## config.mk

```make
export PLATFORM = sky130hd
export DESIGN_NAME = ambient_led_brightness_control_unit
export DESIGN_NICKNAME = d
export VERILOG_FILES = /design/src/hdl/albc_pkg.sv /design/src/hdl/ambient_led_brightness_control_unit.sv /design/src/hdl/albc_engine.sv
export SDC_FILE = /design/constraint.sdc
export NUM_CORES = 2
export LEC_CHECK = 0
export BUFFER_PORTS_ARGS = -buffer_cell sky130_fd_sc_hd__buf_2
export CAP_MARGIN = 0
export CORE_UTILIZATION = 66
export CTS_BUF_LIST = sky130_fd_sc_hd__clkbuf_8
export DETAILED_ROUTE_END_ITERATION = 10
export PLACE_DENSITY = 0.84
export SYNTH_ARGS = -nofsm -noshare
export SYNTH_HDL_FRONTEND = slang
export SYNTH_SLANG_ARGS = --single-unit
export TNS_END_PERCENT = 20
```

## constraint.sdc

```tcl
create_clock -name aclk -period 17.29 [get_ports aclk]
set_input_delay 0.8645 -clock aclk [delete_from_list [all_inputs] [get_ports aclk]]
set_output_delay 0.8645 -clock aclk [all_outputs]
set_load 0.03 [all_outputs]
```

## src/hdl/albc_pkg.sv

```systemverilog
`timescale 1ns / 1ps
// albc_pkg: shared types and constants of the ambient LED brightness control unit.
// Used by albc_engine and ambient_led_brightness_control_unit; no dependencies.
package albc_pkg;

    localparam int S_TDATA_W = 168;
    localparam int S_TUSER_W = 2;
    localparam int M_TDATA_W = 24;

    localparam logic [15:0] FULL_LEVEL   = 16'hFFFF;
    localparam logic [16:0] HYST_BAND    = 17'd131;
    localparam logic [12:0] HOLD_UNIT_MS = 13'd5000;
    localparam logic [23:0] ACC_WSQ      = 24'd14630625;   // 3825 squared
    localparam logic [23:0] GYRO_WSQ     = 24'd10653696;   // 3264 squared

    typedef enum logic [2:0] {
        MODE_OFF        = 3'd0,
        MODE_ON         = 3'd1,
        MODE_ADC_ONOFF  = 3'd2,
        MODE_ADC_SCALED = 3'd3,
        MODE_LUX_ONOFF  = 3'd4,
        MODE_LUX_SCALED = 3'd5,
        MODE_MOTION     = 3'd6,
        MODE_BAD        = 3'd7
    } mode_t;

    typedef enum logic [2:0] {
        ST_OK         = 3'd0,
        ST_ADC_MISS   = 3'd1,
        ST_LUX_MISS   = 3'd2,
        ST_MOTION_MISS = 3'd3,
        ST_BAD_MODE   = 3'd4
    } status_t;

    typedef enum logic {
        ENG_SCALE  = 1'b0,
        ENG_MOTION = 1'b1
    } eng_kind_t;

    typedef struct packed {
        eng_kind_t        kind;
        logic [15:0]      ambient;
        logic [7:0]       min_amb;
        logic [7:0]       max_amb;
        logic [7:0]       min_led;
        logic [7:0]       max_led;
        logic [5:0][15:0] dabs;      // |delta| acc x,y,z then gyro x,y,z
    } eng_req_t;

    typedef struct packed {
        logic        done;
        logic [15:0] level;
        logic [29:0] trig;
    } eng_rsp_t;

endpackage

```

## src/hdl/ambient_led_brightness_control_unit.sv

```systemverilog
`timescale 1ns / 1ps
// ambient_led_brightness_control_unit: top level, APB registers, stream ports, mode logic.
// Depends on albc_pkg and albc_engine.
//
//  channel  | direction | handshake          | content
//  ---------+-----------+--------------------+---------------------------------------
//  s_       | in        | s_tvalid/s_tready  | one brightness request word
//  m_       | out       | m_tvalid/m_tready  | brightness and status word
//  apb      | in        | psel/penable       | seven 8-bit (mode 3-bit) registers
//
// One word at a time. Fixed and on/off results pass through ST_EVAL and ST_EMIT to m_tvalid.
// Scaled modes also wait in ST_CALC, where albc_engine may run its 16-step restoring divider.
// Motion mode waits in ST_CALC for six squarings and two 29-step square roots.
// Reset (aresetn low, synchronous) restores register defaults and clears the control state.
// A finished word waits in the output register; s_tready returns as soon as it is loaded.
module ambient_led_brightness_control_unit (
    input  logic                            aclk,
    input  logic                            aresetn,
    // [0] sensor_ready, [1] read_ok
    input  logic [albc_pkg::S_TUSER_W-1:0]  s_tuser,
    // [15:0] adc_level, [32:16] lux_half, [48:33] acc_x, [64:49] acc_y,
    // [80:65] acc_z, [96:81] gyro_x, [112:97] gyro_y, [128:113] gyro_z,
    // [160:129] now_ms, [167:161] zero
    input  logic [albc_pkg::S_TDATA_W-1:0]  s_tdata,
    input  logic                            s_tvalid,
    output logic                            s_tready,
    // [15:0] brightness, [18:16] status, [23:19] zero
    output logic [albc_pkg::M_TDATA_W-1:0]  m_tdata,
    output logic                            m_tvalid,
    input  logic                            m_tready,
    input  logic                            psel,
    input  logic                            penable,
    input  logic                            pwrite,
    input  logic [4:0]                      paddr,
    input  logic [31:0]                     pwdata,
    output logic [31:0]                     prdata,
    output logic                            pready
);
    import albc_pkg::*;

    typedef enum logic [2:0] {
        R_MODE, R_THRESHOLD, R_MIN_AMB, R_MAX_AMB, R_MIN_LED, R_MAX_LED, R_HOLD, R_NONE
    } reg_idx_t;

    typedef enum logic [1:0] {
        ST_IDLE, ST_EVAL, ST_CALC, ST_EMIT
    } state_t;

    // configuration
    mode_t       mode_reg;
    logic [7:0]  thr_reg, mina_reg, maxa_reg, minl_reg, maxl_reg, hold_reg;
    reg_idx_t    ridx;
    logic        apb_wr;

    // control and state
    state_t      state_reg;
    logic        m_tvalid_reg;
    logic [15:0] out_level_reg;
    status_t     out_status_reg;
    logic [15:0] res_level_reg;
    status_t     res_status_reg;
    logic [15:0] last_level_reg;
    logic [15:0] prev_acc_reg [3];
    logic [15:0] prev_gyro_reg [3];
    logic [31:0] stamp_reg;

    // latched request
    logic        rdy_reg, rok_reg;
    logic [15:0] adc_reg;
    logic [16:0] lux_reg;
    logic [15:0] acc_reg [3];
    logic [15:0] gyro_reg [3];
    logic [31:0] now_reg;

    // evaluation
    logic [18:0] lux3;
    logic [15:0] lux_amb;
    logic [15:0] thr16;
    logic        adc_low, adc_high, lux_low, lux_high;
    logic [15:0] ev_level;
    status_t     ev_status;
    logic        ev_calc;
    eng_req_t    eng_req;
    eng_rsp_t    eng_rsp;
    logic        eng_start;
    logic [16:0] dacc [3];
    logic [16:0] dgyr [3];
    logic [31:0] elapsed;
    logic [20:0] hold_lim;
    logic [15:0] motion_level;

    function automatic logic below_band(input logic [15:0] a, input logic [15:0] t);
        return ({1'b0, a} + HYST_BAND) < {1'b0, t};
    endfunction

    function automatic logic above_band(input logic [15:0] a, input logic [15:0] t);
        return {1'b0, a} > ({1'b0, t} + HYST_BAND);
    endfunction

    // APB
    assign pready = 1'b1;
    assign ridx   = reg_idx_t'(paddr[4:2]);
    assign apb_wr = psel && penable && pwrite && pready;

    always_comb begin
        case (ridx)
            R_MODE:      prdata = {29'b0, mode_reg};
            R_THRESHOLD: prdata = {24'b0, thr_reg};
            R_MIN_AMB:   prdata = {24'b0, mina_reg};
            R_MAX_AMB:   prdata = {24'b0, maxa_reg};
            R_MIN_LED:   prdata = {24'b0, minl_reg};
            R_MAX_LED:   prdata = {24'b0, maxl_reg};
            R_HOLD:      prdata = {24'b0, hold_reg};
            default:     prdata = '0;
        endcase
    end

    always_ff @(posedge aclk) begin
        if (!aresetn) begin
            mode_reg <= MODE_OFF;
            thr_reg  <= 8'd0;
            mina_reg <= 8'd0;
            maxa_reg <= 8'd255;
            minl_reg <= 8'd0;
            maxl_reg <= 8'd255;
            hold_reg <= 8'd0;
        end else if (apb_wr) begin
            case (ridx)
                R_MODE:      mode_reg <= mode_t'(pwdata[2:0]);
                R_THRESHOLD: thr_reg  <= pwdata[7:0];
                R_MIN_AMB:   mina_reg <= pwdata[7:0];
                R_MAX_AMB:   maxa_reg <= pwdata[7:0];
                R_MIN_LED:   minl_reg <= pwdata[7:0];
                R_MAX_LED:   maxl_reg <= pwdata[7:0];
                R_HOLD:      hold_reg <= pwdata[7:0];
                default:     ;
            endcase
        end
    end

    // mode evaluation
    assign lux3     = {2'b0, lux_reg} + {1'b0, lux_reg, 1'b0};
    assign lux_amb  = (lux3[18:16] != '0) ? FULL_LEVEL : lux3[15:0];
    assign thr16    = {thr_reg, thr_reg};
    assign adc_low  = below_band(adc_reg, thr16);
    assign adc_high = above_band(adc_reg, thr16);
    assign lux_low  = below_band(lux_amb, thr16);
    assign lux_high = above_band(lux_amb, thr16);

    always_comb begin
        for (int i = 0; i < 3; i++) begin
            dacc[i] = {acc_reg[i][15], acc_reg[i]} - {prev_acc_reg[i][15], prev_acc_reg[i]};
            dgyr[i] = {gyro_reg[i][15], gyro_reg[i]}
                    - {prev_gyro_reg[i][15], prev_gyro_reg[i]};
            eng_req.dabs[i]     = dacc[i][16] ? 16'(-dacc[i]) : dacc[i][15:0];
            eng_req.dabs[i + 3] = dgyr[i][16] ? 16'(-dgyr[i]) : dgyr[i][15:0];
        end
        eng_req.min_amb = mina_reg;
        eng_req.max_amb = maxa_reg;
        eng_req.min_led = minl_reg;
        eng_req.max_led = maxl_reg;
        eng_req.kind    = ENG_SCALE;
        eng_req.ambient = adc_reg;
        ev_level        = last_level_reg;
        ev_status       = ST_OK;
        ev_calc         = 1'b0;
        case (mode_reg)
            MODE_OFF: ev_level = 16'h0000;
            MODE_ON:  ev_level = FULL_LEVEL;
            MODE_ADC_ONOFF, MODE_ADC_SCALED: begin
                if (!rdy_reg) begin
                    ev_level  = FULL_LEVEL;
                    ev_status = ST_ADC_MISS;
                end else if (adc_low) begin
                    ev_level = 16'h0000;
                end else if (adc_high) begin
                    if (mode_reg == MODE_ADC_ONOFF) begin
                        ev_level = FULL_LEVEL;
                    end else begin
                        ev_calc = 1'b1;
                    end
                end
            end
            MODE_LUX_ONOFF, MODE_LUX_SCALED: begin
                eng_req.ambient = lux_amb;
                if (!rdy_reg) begin
                    ev_level  = FULL_LEVEL;
                    ev_status = ST_LUX_MISS;
                end else if (!rok_reg) begin
                    ev_level  = 16'h0000;
                    ev_status = ST_LUX_MISS;
                end else if (lux_high) begin
                    ev_level = 16'h0000;
                end else if (lux_low) begin
                    if (mode_reg == MODE_LUX_ONOFF) begin
                        ev_level = FULL_LEVEL;
                    end else begin
                        ev_calc = 1'b1;
                    end
                end
            end
            MODE_MOTION: begin
                eng_req.kind = ENG_MOTION;
                if (!rdy_reg) begin
                    ev_level  = FULL_LEVEL;
                    ev_status = ST_MOTION_MISS;
                end else begin
                    ev_calc = 1'b1;
                end
            end
            default: begin
                ev_level  = FULL_LEVEL;
                ev_status = ST_BAD_MODE;
            end
        endcase
    end

    assign eng_start = (state_reg == ST_EVAL) && ev_calc;

    albc_engine u_engine (
        .aclk    (aclk),
        .aresetn (aresetn),
        .start   (eng_start),
        .req     (eng_req),
        .rsp     (eng_rsp)
    );

    assign elapsed  = now_reg - stamp_reg;
    assign hold_lim = 21'(hold_reg) * 21'(HOLD_UNIT_MS);

    always_comb begin
        if (eng_rsp.trig > {10'b0, thr_reg, 12'b0}) begin
            motion_level = FULL_LEVEL;
        end else if (elapsed > {11'b0, hold_lim}) begin
            motion_level = 16'h0000;
        end else begin
            motion_level = last_level_reg;
        end
    end

    assign s_tready = (state_reg == ST_IDLE);
    assign m_tvalid = m_tvalid_reg;
    assign m_tdata  = {5'b0, out_status_reg, out_level_reg};

    always_ff @(posedge aclk) begin
        if (!aresetn) begin
            state_reg      <= ST_IDLE;
            m_tvalid_reg   <= 1'b0;
            last_level_reg <= '0;
            stamp_reg      <= '0;
            for (int i = 0; i < 3; i++) begin
                prev_acc_reg[i]  <= '0;
                prev_gyro_reg[i] <= '0;
            end
        end else begin
            if (m_tvalid_reg && m_tready && (state_reg != ST_EMIT)) begin
                m_tvalid_reg <= 1'b0;
            end
            case (state_reg)
                ST_IDLE: begin
                    if (s_tvalid) begin
                        rdy_reg     <= s_tuser[0];
                        rok_reg     <= s_tuser[1];
                        adc_reg     <= s_tdata[15:0];
                        lux_reg     <= s_tdata[32:16];
                        acc_reg[0]  <= s_tdata[48:33];
                        acc_reg[1]  <= s_tdata[64:49];
                        acc_reg[2]  <= s_tdata[80:65];
                        gyro_reg[0] <= s_tdata[96:81];
                        gyro_reg[1] <= s_tdata[112:97];
                        gyro_reg[2] <= s_tdata[128:113];
                        now_reg     <= s_tdata[160:129];
                        state_reg   <= ST_EVAL;
                    end
                end
                ST_EVAL: begin
                    res_level_reg  <= ev_level;
                    res_status_reg <= ev_status;
                    if (ev_calc) begin
                        if (mode_reg == MODE_MOTION) begin
                            for (int i = 0; i < 3; i++) begin
                                prev_acc_reg[i]  <= acc_reg[i];
                                prev_gyro_reg[i] <= gyro_reg[i];
                            end
                        end
                        state_reg <= ST_CALC;
                    end else begin
                        state_reg <= ST_EMIT;
                    end
                end
                ST_CALC: begin
                    if (eng_rsp.done) begin
                        if (mode_reg == MODE_MOTION) begin
                            res_level_reg <= motion_level;
                            if (eng_rsp.trig > {10'b0, thr_reg, 12'b0}) begin
                                stamp_reg <= now_reg;
                            end
                        end else begin
                            res_level_reg <= eng_rsp.level;
                        end
                        state_reg <= ST_EMIT;
                    end
                end
                ST_EMIT: begin
                    if (!m_tvalid_reg || m_tready) begin
                        m_tvalid_reg   <= 1'b1;
                        out_level_reg  <= res_level_reg;
                        out_status_reg <= res_status_reg;
                        last_level_reg <= res_level_reg;
                        state_reg      <= ST_IDLE;
                    end
                end
                default: begin
                    state_reg <= ST_IDLE;
                end
            endcase
        end
    end

endmodule

```

## src/hdl/albc_engine.sv

```systemverilog
`timescale 1ns / 1ps
// albc_engine: multi-cycle arithmetic for the scaled modes and the motion trigger.
// One shared 17x24 multiplier; divide and square root each have their own shift/subtract step.
// Depends on albc_pkg.
module albc_engine (
    input  logic               aclk,
    input  logic               aresetn,
    input  logic               start,
    input  albc_pkg::eng_req_t req,
    output albc_pkg::eng_rsp_t rsp
);
    import albc_pkg::*;

    typedef enum logic [3:0] {
        E_IDLE, E_SINIT, E_DIV, E_SMUL, E_SFIN,
        E_MSQ, E_MACC, E_WLO, E_WLOA, E_WHI, E_WHIA, E_ROOT
    } estate_t;

    estate_t     state_reg;
    logic [15:0] amb_reg;
    logic [7:0]  mina_reg, maxa_reg, minl_reg, maxl_reg;
    logic [15:0] dabs_reg [6];
    logic [31:0] rem_reg;
    logic [28:0] root_reg;
    logic [28:0] root0_reg;
    logic [57:0] rad_reg;
    logic [15:0] divr_reg;
    logic [15:0] ratio_reg;
    logic [4:0]  cnt_reg;
    logic [2:0]  idx_reg;
    logic        which_reg;
    logic [33:0] sa_reg, sg_reg;
    logic [40:0] mul_reg;
    logic [15:0] level_reg;
    logic [29:0] trig_reg;
    logic        done_reg;

    // shared multiplier
    logic [16:0] mul_a;
    logic [23:0] mul_b;
    logic [33:0] wsrc;
    logic [23:0] wconst;

    // scale set-up
    logic [16:0] num, den;
    logic [15:0] num_abs, den_abs;
    logic [31:0] div_n;
    logic [16:0] div_r2;
    logic        div_bit;

    // square root step
    logic [31:0] sq_r4, sq_trial;
    logic        sq_bit;
    logic [28:0] root_new;

    // final scale
    logic        span_neg;
    logic [15:0] span_abs;
    logic [16:0] q_sum, q_fin;
    logic [17:0] lo_led, led;

    assign wsrc   = which_reg ? sg_reg : sa_reg;
    assign wconst = which_reg ? GYRO_WSQ : ACC_WSQ;

    assign span_neg = maxl_reg < minl_reg;
    assign span_abs = span_neg ? ({minl_reg, minl_reg} - {maxl_reg, maxl_reg})
                               : ({maxl_reg, maxl_reg} - {minl_reg, minl_reg});

    always_comb begin
        mul_a = '0;
        mul_b = '0;
        case (state_reg)
            E_MSQ: begin
                mul_a = {1'b0, dabs_reg[idx_reg]};
                mul_b = {8'b0, dabs_reg[idx_reg]};
            end
            E_WLO: begin
                mul_a = wsrc[16:0];
                mul_b = wconst;
            end
            E_WHI: begin
                mul_a = wsrc[33:17];
                mul_b = wconst;
            end
            E_SMUL: begin
                mul_a = {1'b0, ratio_reg};
                mul_b = {8'b0, span_abs};
            end
            default: begin
                mul_a = '0;
                mul_b = '0;
            end
        endcase
    end

    always_comb begin
        num     = {1'b0, amb_reg} - {1'b0, mina_reg, mina_reg};
        den     = {1'b0, maxa_reg, maxa_reg} - {1'b0, mina_reg, mina_reg};
        num_abs = num[16] ? 16'(-num) : num[15:0];
        den_abs = den[16] ? 16'(-den) : den[15:0];
        div_n   = {num_abs, 16'b0} - {16'b0, num_abs};
    end

    assign div_r2  = {rem_reg[15:0], rad_reg[15]};
    assign div_bit = div_r2 >= {1'b0, divr_reg};

    assign sq_r4    = {rem_reg[29:0], rad_reg[57:56]};
    assign sq_trial = {1'b0, root_reg, 2'b01};
    assign sq_bit   = sq_r4 >= sq_trial;
    assign root_new = {root_reg[27:0], sq_bit};

    // divide by 65535: x = q*65536 + r = q*65535 + (q + r)
    always_comb begin
        q_sum = {1'b0, mul_reg[31:16]} + {1'b0, mul_reg[15:0]};
        if (q_sum >= 17'd131070) begin
            q_fin = {1'b0, mul_reg[31:16]} + 17'd2;
        end else if (q_sum >= 17'd65535) begin
            q_fin = {1'b0, mul_reg[31:16]} + 17'd1;
        end else begin
            q_fin = {1'b0, mul_reg[31:16]};
        end
        lo_led = {2'b0, minl_reg, minl_reg};
        led    = span_neg ? (lo_led - {1'b0, q_fin}) : (lo_led + {1'b0, q_fin});
    end

    always_ff @(posedge aclk) begin
        mul_reg <= mul_a * mul_b;
        if (!aresetn) begin
            state_reg <= E_IDLE;
            done_reg  <= 1'b0;
        end else begin
            done_reg <= (state_reg == E_SFIN)
                     || ((state_reg == E_ROOT) && (cnt_reg == '0) && which_reg);
            case (state_reg)
                E_IDLE: begin
                    if (start) begin
                        amb_reg  <= req.ambient;
                        mina_reg <= req.min_amb;
                        maxa_reg <= req.max_amb;
                        minl_reg <= req.min_led;
                        maxl_reg <= req.max_led;
                        for (int i = 0; i < 6; i++) begin
                            dabs_reg[i] <= req.dabs[i];
                        end
                        idx_reg   <= '0;
                        sa_reg    <= '0;
                        sg_reg    <= '0;
                        which_reg <= 1'b0;
                        state_reg <= (req.kind == ENG_MOTION) ? E_MSQ : E_SINIT;
                    end
                end
                E_SINIT: begin
                    rem_reg        <= {16'b0, div_n[31:16]};
                    rad_reg[15:0]  <= div_n[15:0];
                    divr_reg       <= den_abs;
                    cnt_reg        <= 5'd15;
                    if (den == '0) begin
                        ratio_reg <= num[16] ? 16'h0000 : FULL_LEVEL;
                        state_reg <= E_SMUL;
                    end else if (!den[16]) begin
                        if (num[16] || num == '0) begin
                            ratio_reg <= 16'h0000;
                            state_reg <= E_SMUL;
                        end else if ($signed(num) >= $signed(den)) begin
                            ratio_reg <= FULL_LEVEL;
                            state_reg <= E_SMUL;
                        end else begin
                            state_reg <= E_DIV;
                        end
                    end else begin
                        if (!num[16]) begin
                            ratio_reg <= 16'h0000;
                            state_reg <= E_SMUL;
                        end else if ($signed(num) <= $signed(den)) begin
                            ratio_reg <= FULL_LEVEL;
                            state_reg <= E_SMUL;
                        end else begin
                            state_reg <= E_DIV;
                        end
                    end
                end
                E_DIV: begin
                    rem_reg       <= div_bit ? {15'b0, div_r2 - {1'b0, divr_reg}}
                                             : {15'b0, div_r2};
                    rad_reg[15:0] <= {rad_reg[14:0], div_bit};
                    cnt_reg       <= cnt_reg - 5'd1;
                    if (cnt_reg == '0) begin
                        ratio_reg <= {rad_reg[14:0], div_bit};
                        state_reg <= E_SMUL;
                    end
                end
                E_SMUL: begin
                    state_reg <= E_SFIN;
                end
                E_SFIN: begin
                    if (led[17]) begin
                        level_reg <= 16'h0000;
                    end else if (led[16]) begin
                        level_reg <= FULL_LEVEL;
                    end else begin
                        level_reg <= led[15:0];
                    end
                    state_reg <= E_IDLE;
                end
                E_MSQ: begin
                    state_reg <= E_MACC;
                end
                E_MACC: begin
                    if (idx_reg < 3'd3) begin
                        sa_reg <= sa_reg + mul_reg[33:0];
                    end else begin
                        sg_reg <= sg_reg + mul_reg[33:0];
                    end
                    if (idx_reg == 3'd5) begin
                        state_reg <= E_WLO;
                    end else begin
                        idx_reg   <= idx_reg + 3'd1;
                        state_reg <= E_MSQ;
                    end
                end
                E_WLO: begin
                    state_reg <= E_WLOA;
                end
                E_WLOA: begin
                    rad_reg   <= {17'b0, mul_reg};
                    state_reg <= E_WHI;
                end
                E_WHI: begin
                    state_reg <= E_WHIA;
                end
                E_WHIA: begin
                    rad_reg   <= rad_reg + {mul_reg, 17'b0};
                    rem_reg   <= '0;
                    root_reg  <= '0;
                    cnt_reg   <= 5'd28;
                    state_reg <= E_ROOT;
                end
                E_ROOT: begin
                    rem_reg  <= sq_bit ? (sq_r4 - sq_trial) : sq_r4;
                    root_reg <= root_new;
                    rad_reg  <= {rad_reg[55:0], 2'b00};
                    cnt_reg  <= cnt_reg - 5'd1;
                    if (cnt_reg == '0) begin
                        if (!which_reg) begin
                            root0_reg <= root_new;
                            which_reg <= 1'b1;
                            state_reg <= E_WLO;
                        end else begin
                            trig_reg  <= {1'b0, root0_reg} + {1'b0, root_new};
                            state_reg <= E_IDLE;
                        end
                    end
                end
                default: begin
                    state_reg <= E_IDLE;
                end
            endcase
        end
    end

    assign rsp.done  = done_reg;
    assign rsp.level = level_reg;
    assign rsp.trig  = trig_reg;

endmodule
```

==> summary.txt <==
STA
  • Aggregate negative setup slack: 0 ns
  • Hold violation total from the final report: 0
  • Ratio of final minimum period to clock period: 61.99%
  • Skew final: 0.06913 ns
  • Fin worst setup slack: 6.571 ns
  • Worst-Margin Slew: 1.364 ns
  • Final slew viol count: 0
  • Relative slew margins: 8.594%
  • RSZ-0062 raised after global routing: no
  • Number of failing setup endpoints in the final timing report: 0
  • Time the worst path needs with I/O delays and setup: 10.72 ns
  • Achievable frequency: 93.30 MHz

Synth
  • Unique cell type count in the Yosys netlist: 113
  • Yosys Warn Count: 0
  • Area share of the largest cell type after synthesis: 30.23%
  • Fraction of synthesized area in multiplexers: 3.120%
  • Share of async-settable or async-resettable flops after synthesis: 0%
  • Most frequent cells after synthesis: 866 x sky130_fd_sc_hd__inv_1, 742 x sky130_fd_sc_hd__edfxtp_1, 689 x sky130_fd_sc_hd__ha_1
  • Post-Synth XOR/XNOR Area: 6.202%
  • Largest family of logic cells by synthesized area: adder cells
  • Post-synthesis adder-cell area fraction: 21.47%
  • Post-synthesis cell area: 73710 um^2
  • Post-synthesis cell type with the largest combined area: sky130_fd_sc_hd__edfxtp_1
  • Count of mapped cells out of synthesis: 7618
  • Synth area leaders: sky130_fd_sc_hd__edfxtp_1 30%, sky130_fd_sc_hd__ha_1 12%, sky130_fd_sc_hd__fa_1 9.8%
  • Number of synthesized flops with an enable pin: 742
  • Compound-cell area share of the yosys netlist: 14.07%
  • Seq/Total Area, Yosys: 34.33%
  • Mean area per synthesized cell: 9.676 um^2
  • Post-synthesis register bit count: 893
  • Simple-gate share of the synthesized area: 14.92%
  • Top-count cell post-synth: sky130_fd_sc_hd__inv_1
  • Primary flip-flop cell chosen by synthesis mapping: sky130_fd_sc_hd__edfxtp_1

Route
  • Top Layer Used: met5
  • Routed met3 length: 17660 um
  • Routed WL: 194700 um
  • Routed length per instance: 20.54 um
  • Initial detailed-routing violation count: 5489
  • Via density: 6.142
  • Detailed-routing iteration count for the pre-antenna-repair pass: 8
  • Total via count after detailed routing: 58240
  • Remaining antenna violation count after routing: 0
  • Residual DRC count: 0
  • Wire length on met1: 78880 um
  • Wire length on met2: 89510 um

Finish
  • Fillers: 8000
  • Number of nets in the layout: 9122
  • Signed area change from the synthesized netlist to the final layout: 8.051%
  • Number of flip-flops under the largest register name: 96
  • Proportion of layout cells with a drive suffix above 1: 8.246%

GRT
  • First-pass GRT wire length: 303100 um
  • Number of antenna violations at the first check in global routing: 9
  • Global-route usage over all layers: 34.19%
  • Maximum number of pins on one net before global-route repair: 91
  • Number of global-route vias before repair: 56960
  • Global-route congestion overflow total: 0

Floorplanning
  • Floorplan Core Area: 110700 um^2
  • Overall die height: 336.2 um
  • IO Pins: 273
  • Starting density of the core: 66.61%
  • Die ar.: 113000 um^2
  • Number of rows created at floorplan: 122
  • Chip width: 336.2 um

Pwr
  • Leak Pwr: 0.03462 uW
  • Power density over the cells: 72.27 nW/um^2
  • Maximum VDD drop: 0.09610 mV

Worst setup path
  • Kind of end point of the critical path: flip-flop
  • CP required: 18.07 ns
  • Crit path DAT: 11.49 ns
  • Slowest CP cell: sky130_fd_sc_hd__a21o_1
  • Top cell by count, worst path: sky130_fd_sc_hd__fa_1
  • Type of the worst setup path: reg2reg
  • Largest fanout on the critical path: 29
  • CP startpoint kind: flip-flop
  • Worst stage delay on the critical path: 0.81 ns

Placed design
  • Buffers added on ports: 209
  • Post-place setup slack: 6.821 ns
  • Placed wire-length estimate after detailed placement: 147000 um
  • Final Wtd Congestion: 0.9834

CTS
  • Number of clock sinks seen by CTS: 893
  • Quantity of gates resized following cts: 0
  • # hold bufs at CTS: 0
  • Number of post-CTS setup repair buffers: 0
  • Total clock buffers created by CTS: 156
  • Post-CTS clock slew at the launch and capture registers of the worst setup and hold paths: 0.07 ns
  • Insertion delay of the later-clocked pin in the worst-skew pair: 0.89 ns
  • H-tree Lvls: 4
  • CTS tree: yes
  • Clock tree root buffer cell: sky130_fd_sc_hd__clkbuf_8
  • Number of buffers on the longest clock path: 3

Outcome
  • Status: finished, final reports clean

Hold path
  • Class of the worst hold path: in2reg

Job
  • Max capacitance violation total: 0
[critical path, delay by kind of cell (launching register included)]
family	cells	cell delay, ns
AO/OA/AOI/OAI	17	4.72
flip-flops	1	0.73
buffers and inverters	5	0.64
adder cells (fa/ha/maj)	9	3.92
XOR/XNOR	2	0.30
AND/OR/NAND/NOR	2	0.29
[cells by family (layout without fill, tap and decap cells)]
logic type	Yosys count	count (layout)
adders and majority gates	1049	1049
AOI/OAI and AO/OA	1588	1588
and+or+nand+nor	2254	2254
xor gates and xnor gates	519	519
buffers and inverters	1109	1437
muxes	204	204
DFF	893	893
other	2	50
[cell usage in the layout, fill, tap and decap left out, drive strengths merged, types with 49 or more instances in the layout]
cell	n
o21a	73
xor2	145
a21o	176
nand2	630
edfxtp	742
a211oi	59
buf	289
xnor2	374
ha	689
nor2	602
fa	360
inv	912
and2	170
and3	62
nand3	133
o21bai	68
nand2b	80
clkinv	56
nand4	55
a31oi	58
mux2i	169
a21boi	49
clkbuf	166
or3	57
nor2b	173
a21oi	387
o21ai	365
dfxtp	151
nor3	146
[final timing paths]
path / startpoint / endpoint / slack (ns) / cells past startpoint
hold reg to reg: res_status_reg[2] / out_status_reg[2] / 0.42 / 0
setup / recovery: u_engine.minl_reg[0] / u_engine.mul_reg[40] / 6.57 / 35
setup reg to reg: u_engine.minl_reg[0] / u_engine.mul_reg[40] / 6.57 / 35
hold / removal: s_tdata[107] / gyro_reg[0][26] / 0.15 / 1
[power by group]
part / internal, uW / total [uW] / switching (uW)
Combinational: 436 / 1150 / 718
Clock: 1080 / 2040 / 960
Sequential: 2480 / 2560 / 74.7
Total: 4000 / 5760 / 1750
[metal layers]
metal / track usage [%] / up-vias
met5: 0 / -
met4: 15.50 / 8
met3: 6.811 / 532
met2: 54.93 / 2572
met1: 44.73 / 28000
li1: - / 27120
[layout make-up]
| type | count | area (um^2) | share of cell area (%) |
|---|---|---|---|
| Sequential cell | 893 | 25310 | 31.77 |
| Tap cell | 1488 | 1862 | 2.338 |
| Antenna cell | 14 | 35.03 | 0.04399 |
| Inverter | 869 | 3262 | 4.095 |
| Clock inverter | 113 | 912.1 | 1.145 |
| Multi-Input combinational cell | 5650 | 44340 | 55.67 |
| Timing Repair Buffer | 289 | 1649 | 2.070 |
| Clock buffer | 166 | 2285 | 2.868 |
[per-stage QoR]
stage	total power [uW]	cell area (um^2)	util (%)	hold WS, ns	std cells
after floorplan	3413	73840	-	0.4003	7652
after global placement	3681	76420	69.05	0.4038	9189
after detailed placement	3727	76420	69.05	0.4253	9189
after CTS	5760	79610	71.94	0.09638	9468
after global routing	5978	79630	71.95	0.1264	9474
final	5756	79650	71.97	0.1530	9482
Power figures use the tool's default switching activity.
